==> src/hw/rtl/itt_pkg.sv <==
// Shared types and constants for the INI text tokenizer.
// Holds the request structs, token and error codes, and parser phases.
// No dependencies; every other file in this block imports it.
package itt_pkg;

    localparam int OFFSET_BITS_DEF = 16;

    // Result queue geometry.
    localparam int QDEPTH = 4;
    localparam int QPTR_W = $clog2(QDEPTH);
    localparam int QCNT_W = $clog2(QDEPTH + 1);

    // Character constants.
    localparam logic [7:0] CH_NUL    = 8'h00;
    localparam logic [7:0] CH_TAB    = 8'h09;
    localparam logic [7:0] CH_LF     = 8'h0A;
    localparam logic [7:0] CH_SPACE  = 8'h20;
    localparam logic [7:0] CH_HASH   = 8'h23;
    localparam logic [7:0] CH_DASH   = 8'h2D;
    localparam logic [7:0] CH_DOT    = 8'h2E;
    localparam logic [7:0] CH_SEMI   = 8'h3B;
    localparam logic [7:0] CH_EQUALS = 8'h3D;
    localparam logic [7:0] CH_LBRACK = 8'h5B;
    localparam logic [7:0] CH_RBRACK = 8'h5D;
    localparam logic [7:0] CH_UNDER  = 8'h5F;

    typedef enum logic [3:0] {
        PH_LEAD     = 4'd0,
        PH_COMMENT  = 4'd1,
        PH_SEC_OPEN = 4'd2,
        PH_SEC_NAME = 4'd3,
        PH_SEC_GAP  = 4'd4,
        PH_SEC_DONE = 4'd5,
        PH_KEY_NAME = 4'd6,
        PH_KEY_GAP  = 4'd7,
        PH_VAL_LEAD = 4'd8,
        PH_VALUE    = 4'd9
    } t_phase;

    typedef enum logic [2:0] {
        KIND_SECTION = 3'd0,
        KIND_KEY     = 3'd1,
        KIND_VALUE   = 3'd2,
        KIND_ERROR   = 3'd3,
        KIND_END     = 3'd4
    } t_kind;

    typedef enum logic [2:0] {
        ERR_LEAD       = 3'd0,
        ERR_SEC_NAME   = 3'd1,
        ERR_SEC_END    = 3'd2,
        ERR_KEY_NAME   = 3'd3,
        ERR_KEY_VALUE  = 3'd4,
        ERR_VALUE_CHAR = 3'd5,
        ERR_NO_EQUALS  = 3'd6
    } t_err;

    typedef struct packed {
        logic [7:0] text_byte;
        logic       first_byte;
        logic       last_byte;
    } t_in_req;

    typedef struct packed {
        t_kind       token_kind;
        logic [15:0] token_start;
        logic [15:0] token_length;
        t_err        error_code;
        logic        last_of_run;
    } t_out_req;

    // Results produced by one accepted byte, in order, at most two.
    typedef struct packed {
        logic [1:0] n;
        t_out_req   r0;
        t_out_req   r1;
    } t_step;

endpackage

==> src/hw/rtl/itt_parser.sv <==
// Parser state and combinational step logic for the INI text tokenizer.
// Updates line state on every accepted byte and forms up to two results.
// Depends on itt_pkg.
module itt_parser #(
    parameter int OFFSET_BITS = itt_pkg::OFFSET_BITS_DEF
) (
    input  logic            i_clk,
    input  logic            i_rst_n,
    input  logic            i_accept,
    input  itt_pkg::t_in_req i_req,
    input  logic            i_end_en,
    output itt_pkg::t_step  o_step
);
    import itt_pkg::*;

    localparam int OB = OFFSET_BITS;

    typedef struct packed {
        logic        vld;
        t_kind       kind;
        logic [15:0] start;
        logic [15:0] len;
        t_err        code;
    } t_ev;

    typedef struct packed {
        t_phase ph;
        logic   fail;
        t_err   code;
        logic   emit_val;
    } t_close;

    typedef enum logic [1:0] {
        CNT_KEEP = 2'd0,
        CNT_ZERO = 2'd1,
        CNT_ONE  = 2'd2,
        CNT_INC  = 2'd3
    } t_cnt_op;

    typedef struct packed {
        t_phase  ph;
        logic    fail;
        t_err    code;
        logic    emit;
        t_kind   kind;
        logic    set_beg;
        t_cnt_op cnt_op;
        logic    set_lns;
    } t_take;

    t_phase          r_phase, n_phase;
    logic            r_halted, n_halted;
    logic [OB-1:0]   r_off, n_off;
    logic [OB-1:0]   r_beg, n_beg;
    logic [OB-1:0]   r_cnt, n_cnt;
    logic [OB-1:0]   r_lns, n_lns;
    t_ev [2:0]       ev;

    function automatic logic is_blank(input logic [7:0] c);
        return (c == CH_SPACE) || (c == CH_TAB);
    endfunction

    function automatic logic is_comment(input logic [7:0] c);
        return (c == CH_HASH) || (c == CH_SEMI);
    endfunction

    function automatic logic is_name(input logic [7:0] c);
        logic r;
        r = c[7];
        if (c inside {[8'h30:8'h39], [8'h41:8'h5A], [8'h61:8'h7A]}) begin
            r = 1'b1;
        end
        if (c == CH_DOT || c == CH_UNDER || c == CH_DASH) begin
            r = 1'b1;
        end
        return r;
    endfunction

    function automatic logic [15:0] to16(input logic [OB-1:0] v);
        logic [31:0] w;
        w = 32'(v);
        return w[15:0];
    endfunction

    function automatic t_ev mk_ev(input t_kind k, input logic [OB-1:0] s,
                                  input logic [OB-1:0] l, input t_err e);
        t_ev r;
        r.vld   = 1'b1;
        r.kind  = k;
        r.start = to16(s);
        r.len   = to16(l);
        r.code  = e;
        return r;
    endfunction

    // What a line end does in the given phase.
    function automatic t_close close_fn(input t_phase ph);
        t_close r;
        r = '{ph: PH_LEAD, fail: 1'b0, code: ERR_LEAD, emit_val: 1'b0};
        case (ph)
            PH_SEC_OPEN, PH_SEC_NAME, PH_SEC_GAP: begin
                r.ph   = ph;
                r.fail = 1'b1;
                r.code = ERR_SEC_END;
            end
            PH_KEY_NAME, PH_KEY_GAP: begin
                r.ph   = ph;
                r.fail = 1'b1;
                r.code = ERR_NO_EQUALS;
            end
            PH_VALUE: begin
                r.emit_val = 1'b1;
            end
            default: begin
                r.ph = PH_LEAD;
            end
        endcase
        return r;
    endfunction

    // What an ordinary (non line end) byte does in the given phase.
    function automatic t_take take_fn(input t_phase ph, input logic [7:0] c);
        t_take r;
        logic  blank, cmt, name, ctl;
        blank = is_blank(c);
        cmt   = is_comment(c);
        name  = is_name(c);
        ctl   = c < CH_SPACE;
        r = '{ph: ph, fail: 1'b0, code: ERR_LEAD, emit: 1'b0, kind: KIND_SECTION,
              set_beg: 1'b0, cnt_op: CNT_KEEP, set_lns: 1'b0};
        case (ph)
            PH_LEAD: begin
                if (blank) begin
                end else if (ctl) begin
                    r.fail = 1'b1;
                    r.code = ERR_LEAD;
                end else if (cmt) begin
                    r.ph = PH_COMMENT;
                end else if (c == CH_LBRACK) begin
                    r.ph = PH_SEC_OPEN;
                end else if (!name) begin
                    r.fail = 1'b1;
                    r.code = ERR_KEY_NAME;
                end else begin
                    r.set_beg = 1'b1;
                    r.cnt_op  = CNT_ONE;
                    r.ph      = PH_KEY_NAME;
                end
            end
            PH_COMMENT: begin
            end
            PH_SEC_OPEN: begin
                if (!blank) begin
                    r.set_beg = 1'b1;
                    r.cnt_op  = CNT_ZERO;
                    r.ph      = PH_SEC_NAME;
                    if (c == CH_RBRACK) begin
                        r.emit = 1'b1;
                        r.kind = KIND_SECTION;
                        r.ph   = PH_SEC_DONE;
                    end else if (!name) begin
                        r.fail = 1'b1;
                        r.code = ERR_SEC_NAME;
                    end else begin
                        r.cnt_op = CNT_ONE;
                    end
                end
            end
            PH_SEC_NAME: begin
                if (blank) begin
                    r.ph = PH_SEC_GAP;
                end else if (c == CH_RBRACK) begin
                    r.emit = 1'b1;
                    r.kind = KIND_SECTION;
                    r.ph   = PH_SEC_DONE;
                end else if (!name) begin
                    r.fail = 1'b1;
                    r.code = ERR_SEC_NAME;
                end else begin
                    r.cnt_op = CNT_INC;
                end
            end
            PH_SEC_GAP: begin
                if (blank) begin
                end else if (c != CH_RBRACK) begin
                    r.fail = 1'b1;
                    r.code = ERR_SEC_END;
                end else begin
                    r.emit = 1'b1;
                    r.kind = KIND_SECTION;
                    r.ph   = PH_SEC_DONE;
                end
            end
            PH_SEC_DONE: begin
                if (blank) begin
                end else if (cmt) begin
                    r.ph = PH_COMMENT;
                end else begin
                    r.fail = 1'b1;
                    r.code = ERR_SEC_END;
                end
            end
            PH_KEY_NAME: begin
                if (blank) begin
                    r.ph = PH_KEY_GAP;
                end else if (c == CH_EQUALS) begin
                    r.emit = 1'b1;
                    r.kind = KIND_KEY;
                    r.ph   = PH_VAL_LEAD;
                end else if (!name) begin
                    r.fail = 1'b1;
                    r.code = ERR_KEY_NAME;
                end else begin
                    r.cnt_op = CNT_INC;
                end
            end
            PH_KEY_GAP: begin
                if (blank) begin
                end else if (c != CH_EQUALS) begin
                    r.fail = 1'b1;
                    r.code = ERR_KEY_VALUE;
                end else begin
                    r.emit = 1'b1;
                    r.kind = KIND_KEY;
                    r.ph   = PH_VAL_LEAD;
                end
            end
            PH_VAL_LEAD: begin
                if (blank) begin
                end else if (cmt) begin
                    r.ph = PH_COMMENT;
                end else if (ctl) begin
                    r.fail = 1'b1;
                    r.code = ERR_VALUE_CHAR;
                end else begin
                    r.set_beg = 1'b1;
                    r.set_lns = 1'b1;
                    r.ph      = PH_VALUE;
                end
            end
            PH_VALUE: begin
                if (ctl) begin
                    r.fail = 1'b1;
                    r.code = ERR_VALUE_CHAR;
                end else if (cmt) begin
                    r.emit = 1'b1;
                    r.kind = KIND_VALUE;
                    r.ph   = PH_COMMENT;
                end else if (!blank) begin
                    r.set_lns = 1'b1;
                end
            end
            default: begin
                r.ph = PH_LEAD;
            end
        endcase
        return r;
    endfunction

    // Next state and the ordered list of events for this byte.
    always_comb begin : step_logic
        logic [7:0]    c;
        t_phase        ph;
        logic          hlt;
        logic [OB-1:0] off, beg, cnt, lns, pos_fin;
        logic          do_fin;
        t_close        cl;
        t_take         tk;
        c       = i_req.text_byte;
        ph      = r_phase;
        hlt     = r_halted;
        off     = r_off;
        beg     = r_beg;
        cnt     = r_cnt;
        lns     = r_lns;
        do_fin  = 1'b0;
        pos_fin = r_off;
        cl      = close_fn(PH_LEAD);
        tk      = take_fn(PH_COMMENT, c);
        ev      = '0;
        if (i_req.first_byte) begin
            ph  = PH_LEAD;
            hlt = 1'b0;
            off = '0;
            beg = '0;
            cnt = '0;
            lns = '0;
        end
        if (!hlt) begin
            if (c == CH_NUL) begin
                do_fin  = 1'b1;
                pos_fin = off;
            end else begin
                if (c == CH_LF) begin
                    cl = close_fn(ph);
                    if (cl.fail) begin
                        ev[0] = mk_ev(KIND_ERROR, off, '0, cl.code);
                        hlt   = 1'b1;
                    end else begin
                        if (cl.emit_val) begin
                            ev[0] = mk_ev(KIND_VALUE, beg, lns + 1'b1 - beg, ERR_LEAD);
                        end
                        ph = cl.ph;
                    end
                end else begin
                    tk = take_fn(ph, c);
                    if (tk.set_beg) begin
                        beg = off;
                    end
                    case (tk.cnt_op)
                        CNT_ZERO: cnt = '0;
                        CNT_ONE:  cnt = OB'(1);
                        CNT_INC:  cnt = cnt + 1'b1;
                        default:  cnt = cnt;
                    endcase
                    if (tk.set_lns) begin
                        lns = off;
                    end
                    ph = tk.ph;
                    if (tk.fail) begin
                        ev[0] = mk_ev(KIND_ERROR, off, '0, tk.code);
                        hlt   = 1'b1;
                    end else if (tk.emit) begin
                        if (tk.kind == KIND_VALUE) begin
                            ev[0] = mk_ev(KIND_VALUE, beg, lns + 1'b1 - beg, ERR_LEAD);
                        end else begin
                            ev[0] = mk_ev(tk.kind, beg, cnt, ERR_LEAD);
                        end
                    end
                end
                off     = off + 1'b1;
                do_fin  = i_req.last_byte && !hlt;
                pos_fin = off;
            end
            if (do_fin) begin
                cl = close_fn(ph);
                if (cl.fail) begin
                    ev[1] = mk_ev(KIND_ERROR, pos_fin, '0, cl.code);
                end else begin
                    if (cl.emit_val) begin
                        ev[1] = mk_ev(KIND_VALUE, beg, lns + 1'b1 - beg, ERR_LEAD);
                    end
                    ph = cl.ph;
                    if (i_end_en) begin
                        ev[2] = mk_ev(KIND_END, pos_fin, '0, ERR_LEAD);
                    end
                end
                hlt = 1'b1;
            end
        end
        n_phase  = ph;
        n_halted = hlt;
        n_off    = off;
        n_beg    = beg;
        n_cnt    = cnt;
        n_lns    = lns;
    end

    // Packs the events into the result list and marks the final one.
    always_comb begin : result_pack
        logic [1:0] n;
        t_out_req   r;
        n      = 2'd0;
        o_step = '0;
        for (int i = 0; i < 3; i++) begin
            r = '{token_kind: ev[i].kind, token_start: ev[i].start,
                  token_length: ev[i].len, error_code: ev[i].code, last_of_run: 1'b0};
            if (ev[i].vld) begin
                if (n == 2'd0) begin
                    o_step.r0 = r;
                end else if (n == 2'd1) begin
                    o_step.r1 = r;
                end
                if (n != 2'd2) begin
                    n = n + 1'b1;
                end
            end
        end
        o_step.r0.last_of_run = (n == 2'd1);
        o_step.r1.last_of_run = (n == 2'd2);
        o_step.n              = i_accept ? n : 2'd0;
    end

    always_ff @(posedge i_clk) begin
        if (!i_rst_n) begin
            r_phase  <= PH_LEAD;
            r_halted <= 1'b0;
            r_off    <= '0;
            r_beg    <= '0;
            r_cnt    <= '0;
            r_lns    <= '0;
        end else if (i_accept) begin
            r_phase  <= n_phase;
            r_halted <= n_halted;
            r_off    <= n_off;
            r_beg    <= n_beg;
            r_cnt    <= n_cnt;
            r_lns    <= n_lns;
        end
    end

    // A halted parser stays silent until a new text starts.
    a_halted_silent: assert property (@(posedge i_clk) disable iff (!i_rst_n)
        (i_accept && r_halted && !i_req.first_byte) |-> (o_step.n == 2'd0))
        else $error("halted parser produced a result");

    // Every error halts the parser.
    a_error_halts: assert property (@(posedge i_clk) disable iff (!i_rst_n)
        (i_accept && o_step.n != 2'd0 && o_step.r0.token_kind == KIND_ERROR) |=> r_halted)
        else $error("error result did not halt the parser");

endmodule

==> src/hw/rtl/itt_res_queue.sv <==
// Result queue for the INI text tokenizer: four entries, two writes a cycle.
// Decouples the byte input from the output channel (one result per cycle unless stalled).
// Depends on itt_pkg.
module itt_res_queue (
    input  logic              i_clk,
    input  logic              i_rst_n,
    input  itt_pkg::t_step    i_step,
    input  logic              i_pop_ok,
    output logic              o_valid,
    output itt_pkg::t_out_req o_req,
    output logic              o_room
);
    import itt_pkg::*;

    t_out_req            r_mem [QDEPTH];
    logic [QPTR_W-1:0]   r_wr_ptr, n_wr_ptr;
    logic [QPTR_W-1:0]   r_rd_ptr, n_rd_ptr;
    logic [QCNT_W-1:0]   r_count, n_count;
    logic                pop;

    assign o_valid = (r_count != '0);
    assign o_req   = r_mem[r_rd_ptr];
    assign o_room  = (r_count <= QCNT_W'(QDEPTH - 2));
    assign pop     = o_valid && i_pop_ok;

    always_comb begin
        n_wr_ptr = r_wr_ptr + QPTR_W'(i_step.n);
        n_rd_ptr = r_rd_ptr + QPTR_W'(pop);
        n_count  = r_count + QCNT_W'(i_step.n) - QCNT_W'(pop);
    end

    always_ff @(posedge i_clk) begin
        if (i_step.n != 2'd0) begin
            r_mem[r_wr_ptr] <= i_step.r0;
        end
        if (i_step.n == 2'd2) begin
            r_mem[r_wr_ptr + QPTR_W'(1)] <= i_step.r1;
        end
    end

    always_ff @(posedge i_clk) begin
        if (!i_rst_n) begin
            r_wr_ptr <= '0;
            r_rd_ptr <= '0;
            r_count  <= '0;
        end else begin
            r_wr_ptr <= n_wr_ptr;
            r_rd_ptr <= n_rd_ptr;
            r_count  <= n_count;
        end
    end

    a_no_overflow: assert property (@(posedge i_clk) disable iff (!i_rst_n)
        (i_step.n != 2'd0) |-> (r_count <= QCNT_W'(QDEPTH) - QCNT_W'(i_step.n)))
        else $error("result queue overflow");

    a_ptr_count: assert property (@(posedge i_clk) disable iff (!i_rst_n)
        (QPTR_W'(r_wr_ptr - r_rd_ptr) == r_count[QPTR_W-1:0]))
        else $error("queue pointers disagree with fill count");

endmodule

==> src/hw/rtl/ini_text_tokenizer.sv <==
// INI text tokenizer top level. Results of an accepted byte are written to the queue
// and offered from the next cycle on, one per cycle while i_out_stall is low.
// The input takes one byte per cycle; the parser step is one shallow pass, and the
// input stalls only while the four-entry result queue has fewer than two free slots.
// Reset (synchronous, active low) clears parser state, offset and queue, and sets
// end_token_enable to 1. Depends on itt_pkg, itt_parser and itt_res_queue.
module ini_text_tokenizer #(
    parameter int OFFSET_BITS = itt_pkg::OFFSET_BITS_DEF
) (
    input  logic              i_clk,
    input  logic              i_rst_n,
    // Byte input channel.
    input  logic              i_in_valid,
    output logic              o_in_stall,
    input  itt_pkg::t_in_req  i_in_req,
    // Token output channel.
    output logic              o_out_valid,
    input  logic              i_out_stall,
    output itt_pkg::t_out_req o_out_req,
    // Configuration port.
    input  logic              psel,
    input  logic              penable,
    input  logic              pwrite,
    input  logic [1:0]        paddr,
    input  logic [31:0]       pwdata,
    output logic [31:0]       prdata,
    output logic              pready
);
    import itt_pkg::*;

    logic   r_end_en;
    logic   in_accept;
    logic   cfg_write;
    logic   room;
    t_step  step;

    // The only register, end_token_enable, sits at address 0. The byte lane
    // bits of the address do not select anything, so every write lands on it.
    assign pready    = 1'b1;
    assign cfg_write = psel && penable && pwrite && (paddr[1:0] == 2'b00 || paddr != 2'b00);
    assign prdata    = {31'd0, r_end_en};

    always_ff @(posedge i_clk) begin
        if (!i_rst_n) begin
            r_end_en <= 1'b1;
        end else if (cfg_write) begin
            r_end_en <= pwdata[0];
        end
    end

    // A request is taken whenever the queue can absorb the two results that
    // the worst-case byte (last byte closing a value line) can produce. The
    // stall therefore depends only on the fill level, never on the valid.
    assign o_in_stall = !room;
    assign in_accept  = i_in_valid && !o_in_stall;

    // The parser keeps the line state and forms the results of one byte in a
    // single combinational pass; its state registers update on acceptance.
    itt_parser #(
        .OFFSET_BITS (OFFSET_BITS)
    ) u_parser (
        .i_clk    (i_clk),
        .i_rst_n  (i_rst_n),
        .i_accept (in_accept),
        .i_req    (i_in_req),
        .i_end_en (r_end_en),
        .o_step   (step)
    );

    // Results wait here until the output side takes them, in order.
    itt_res_queue u_queue (
        .i_clk    (i_clk),
        .i_rst_n  (i_rst_n),
        .i_step   (step),
        .i_pop_ok (!i_out_stall),
        .o_valid  (o_out_valid),
        .o_req    (o_out_req),
        .o_room   (room)
    );

endmodule
==> config.mk <==
export PLATFORM = sky130hd
export DESIGN_NAME = ini_text_tokenizer
export DESIGN_NICKNAME = d
export VERILOG_FILES = /design/src/hw/rtl/itt_pkg.sv /design/src/hw/rtl/itt_parser.sv /design/src/hw/rtl/itt_res_queue.sv /design/src/hw/rtl/ini_text_tokenizer.sv
export SDC_FILE = /design/constraint.sdc
export NUM_CORES = 1
export LEC_CHECK = 0
export BUFFER_PORTS_ARGS = -buffer_cell sky130_fd_sc_hd__buf_4
export CAP_MARGIN = 0
export CORE_ASPECT_RATIO = 1.75
export CORE_MARGIN = 4
export CORE_UTILIZATION = 30
export CTS_CLUSTER_DIAMETER = 150
export DETAILED_ROUTE_END_ITERATION = 8
export PLACE_DENSITY = 0.45
export SLEW_MARGIN = 20
export SYNTH_ARGS = -nofsm -noshare
export SYNTH_HDL_FRONTEND = slang
export SYNTH_SLANG_ARGS = --single-unit
==> constraint.sdc <==
create_clock -name i_clk -period 13 [get_ports i_clk]
set_input_delay 2.6 -clock i_clk [delete_from_list [all_inputs] [get_ports i_clk]]
set_output_delay 2.6 -clock i_clk [all_outputs]
set_load 0.01 [all_outputs]
==> reports/metrics.cfg <==
[worst_setup_path]
cp-start-kind = primary input
critPathKind = in2reg
crit_fanout = 14
timing.reg2reg.worst_path_depth = 20
critical_path_required_ns = 13.26
wp_data_arrival_ns = 9.15
critPathCaptureType = flip-flop

[floorplanning]
die_h_um = 321
floorplan.initialDensity_pct = 30.3
die_area_um2 = 59900
die-width_um = 187
io_pins = 125
core_area_um2 = 55300
num_rows = 114

[synth]
syn_area_per_cell_um2 = 9.23
asyncSetResetFlopFracSynth_pct = 0
yosysSeqAreaShare_pct = 36.9
synth_warnings = 0
synth_top_cells_by_area = edfxtp_1 27%, dfxtp_1 9.7%, ha_1 6.6%
synth_top_cells_by_count = 189 x nor2_1, 152 x edfxtp_1, 143 x nand2_1
netlist_instances = 1818
synth_most_common_cell = nor2_1
top_area_cell_type_share_of_the_netlist_area_pct = 27.2
count_of_flip_flops_with_a_built_in_enable_after_synthesis = 152
netlist.top_cell.by_area = edfxtp_1
synth-seq-cells = 233
yosys_cell_types = 87
synth_ff_type = edfxtp_1
post_synth_instance_area_um2 = 16800

[placement]
pre_cts_setup_slack_ns = 3.76
placed_area_um2 = 17700
gp_congestion = 0.901
dp_hpwl_mm = 43.2
placedCellCount = 2473
i_o_buffers = 59

[sta]
crit_share_post_route_pct = 68.4
fin_crit_ns = 8.89
max_slew_margin_pct = 17.7
fin_hold_ws_ns = 0.462
finalSetupViolCount = 0
finalHoldViolations = 0
finalWorstSetupSlack_ns = 4.11
rsz_0062_raised_after_global_routing = no
drv_slew = 0
timing.fmax_mhz = 112
worst_clock_skew_ns = 0.0241
setup-tns-final_ns = 0
tightestPinTransition_ns = 1.20

[layout]
fillers = 5707
post_route_cells_drive_above_1_share_pct = 12.1
fin_util_pct = 33.4
layout.nets = 1946
area_delta_synth_final_pct = 10.0
antennaDiodeCount = 0
final_cell_count_no_fill = 2517
final_design_area_no_fill_um2 = 18500

[drt]
num_vias = 14100
dr.first_iter.drc_count = 1049
first_pass_iters = 8
drc_errors = 0
route.final.wire_length_mm = 58.9
route.detailed.wl_per_inst_um = 23.4
antenna_violating_nets_post_route = 0
route.detailed.vias_per_inst = 5.59

[worst_hold_path]
worst_hold_path_type = reg2reg
timing.hold.worst_path_depth = 2

[grt]
grtUsageTotal_pct = 19.0
grt_max_degree = 78
congestion_overflow_gr = 0
number_of_global_route_vias_before_repair = 14300
antenna_found_initial = 0
grt_first_pass_wirelength_mm = 89.3

[clock_tree]
postCtsSetupRepairBufs = 0
cts_tree = yes
total_number_of_clock_tree_sinks = 233
clkLatencyLatePin_ns = 0.55
numCtsBuffers = 24
hold_buffers = 0
htree_num_levels = 1
clk_transition_reported_paths_ns = 0.06
clock_tree.root_cell = clkbuf_16
cts-resized-gates = 0
cts.path.max_buffers = 3

[pwr]
irDropWorstVdd_uv = 82.4
fin_total_pwr_mw = 2.86
power_per_cell_area_nw_per_um2 = 155
cellLeakagePower_nw = 6.64

[status]
outcome = finished clean

[run]
maxCapViolCount = 0

layer usage:
metal | share of wire [%] | GRT usage, % | vias up | wire, µm
met2 | 54 | 37.7 | 428 | 32100
met4 | 4.5 | 8.06 | 0 | 2650
met1 | 37 | 20.4 | 6884 | 21800
li1 | - | - | 6660 | -
met5 | 0 | 0 | - | 0
met3 | 4.0 | 1.75 | 106 | 2340
power by group:
group	total [mW]	internal (mW)	switching, mW
registers	0.914	0.867	0.0473
clock network	0.712	0.394	0.318
logic	1.23	0.505	0.724
cell usage in the layout (no fill, tap or decap), types with 32 or more instances in the layout:
cell type  count
inv_1         43
edfxtp_1     152
nand2b_1      35
a21oi_1       89
buf_4         94
ha_1          88
nand2_1      139
dfxtp_1       79
and2_1        33
nor2b_1       69
xnor2_1       48
o21ai_0       85
o22ai_1       86
nor2_1       188
mux4_2        39
nor3_1        33
conb_1        32
worst max-delay path: stages:
cell and delay (ns):
buf_4 0.16, and3b_1 0.20, o211a_1 0.39, or4_4 0.63, a21oi_1 0.62, o21ai_1 0.45
nand2_1 0.15, nand2_1 0.12, ha_1 0.30, inv_1 0.04, ha_1 0.21, a21o_1 0.19
a21o_1 0.22, a2111oi_0 1.06, o31ai_1 0.29, o41ai_1 0.58, o21bai_1 0.16, a21oi_1 0.21
xnor2_1 0.09, a22oi_1 0.37, nor3_1 0.09
path summary, 6_finish.rpt:
kind	slack [ns]	to	from
worst max-delay path	4.11	u_queue.r_mem[0][18]$_DFFE_PP_	i_in_req[5]
worst min-delay path	0.46	u_queue.r_mem[1][1]$_SDFFE_PP0N_	u_queue.r_mem[1][1]$_SDFFE_PP0N_
worst max register to register	5.80	u_queue.r_mem[0][18]$_DFFE_PP_	u_parser.r_phase[1]$_SDFFE_PN0P_
worst min register to register	0.46	u_queue.r_mem[1][1]$_SDFFE_PP0N_	u_queue.r_mem[1][1]$_SDFFE_PP0N_
state kept, by name, indices dropped and copies added (netlist names), 2 cells and up:
register / count
u_queue.r_rd_ptr: 2
u_parser.r_off: 16
u_queue.r_mem: 156
u_parser.r_lns: 16
u_queue.r_count: 3
u_parser.r_phase: 4
u_queue.r_wr_ptr: 2
u_parser.r_cnt: 16
u_parser.r_beg: 16
kinds of logic after synthesis:
| logic type | synth area share, % |
|---|---|
| other | 0.0448 |
| multiplexers | 7.73 |
| AO/OA/AOI/OAI | 19.7 |
| buffers and inverters | 6.01 |
| adder cells (fa/ha/maj) | 7.04 |
| AND/OR/NAND/NOR | 18.7 |
| XOR/XNOR | 3.97 |
| flip-flops | 36.9 |
final cells by class:
class                           count  area (µm²)  area share (%)
Tap cell                          696         871            4.72
Multi-Input combinational cell   1402        9730            52.7
Clock inverter                     10        95.1           0.515
Clock buffer                       34         689            3.74
Timing Repair Buffer               94         706            3.82
Inverter                           48         180           0.976
Sequential cell                   233        6190            33.5
Power figures use the tool's default switching activity.
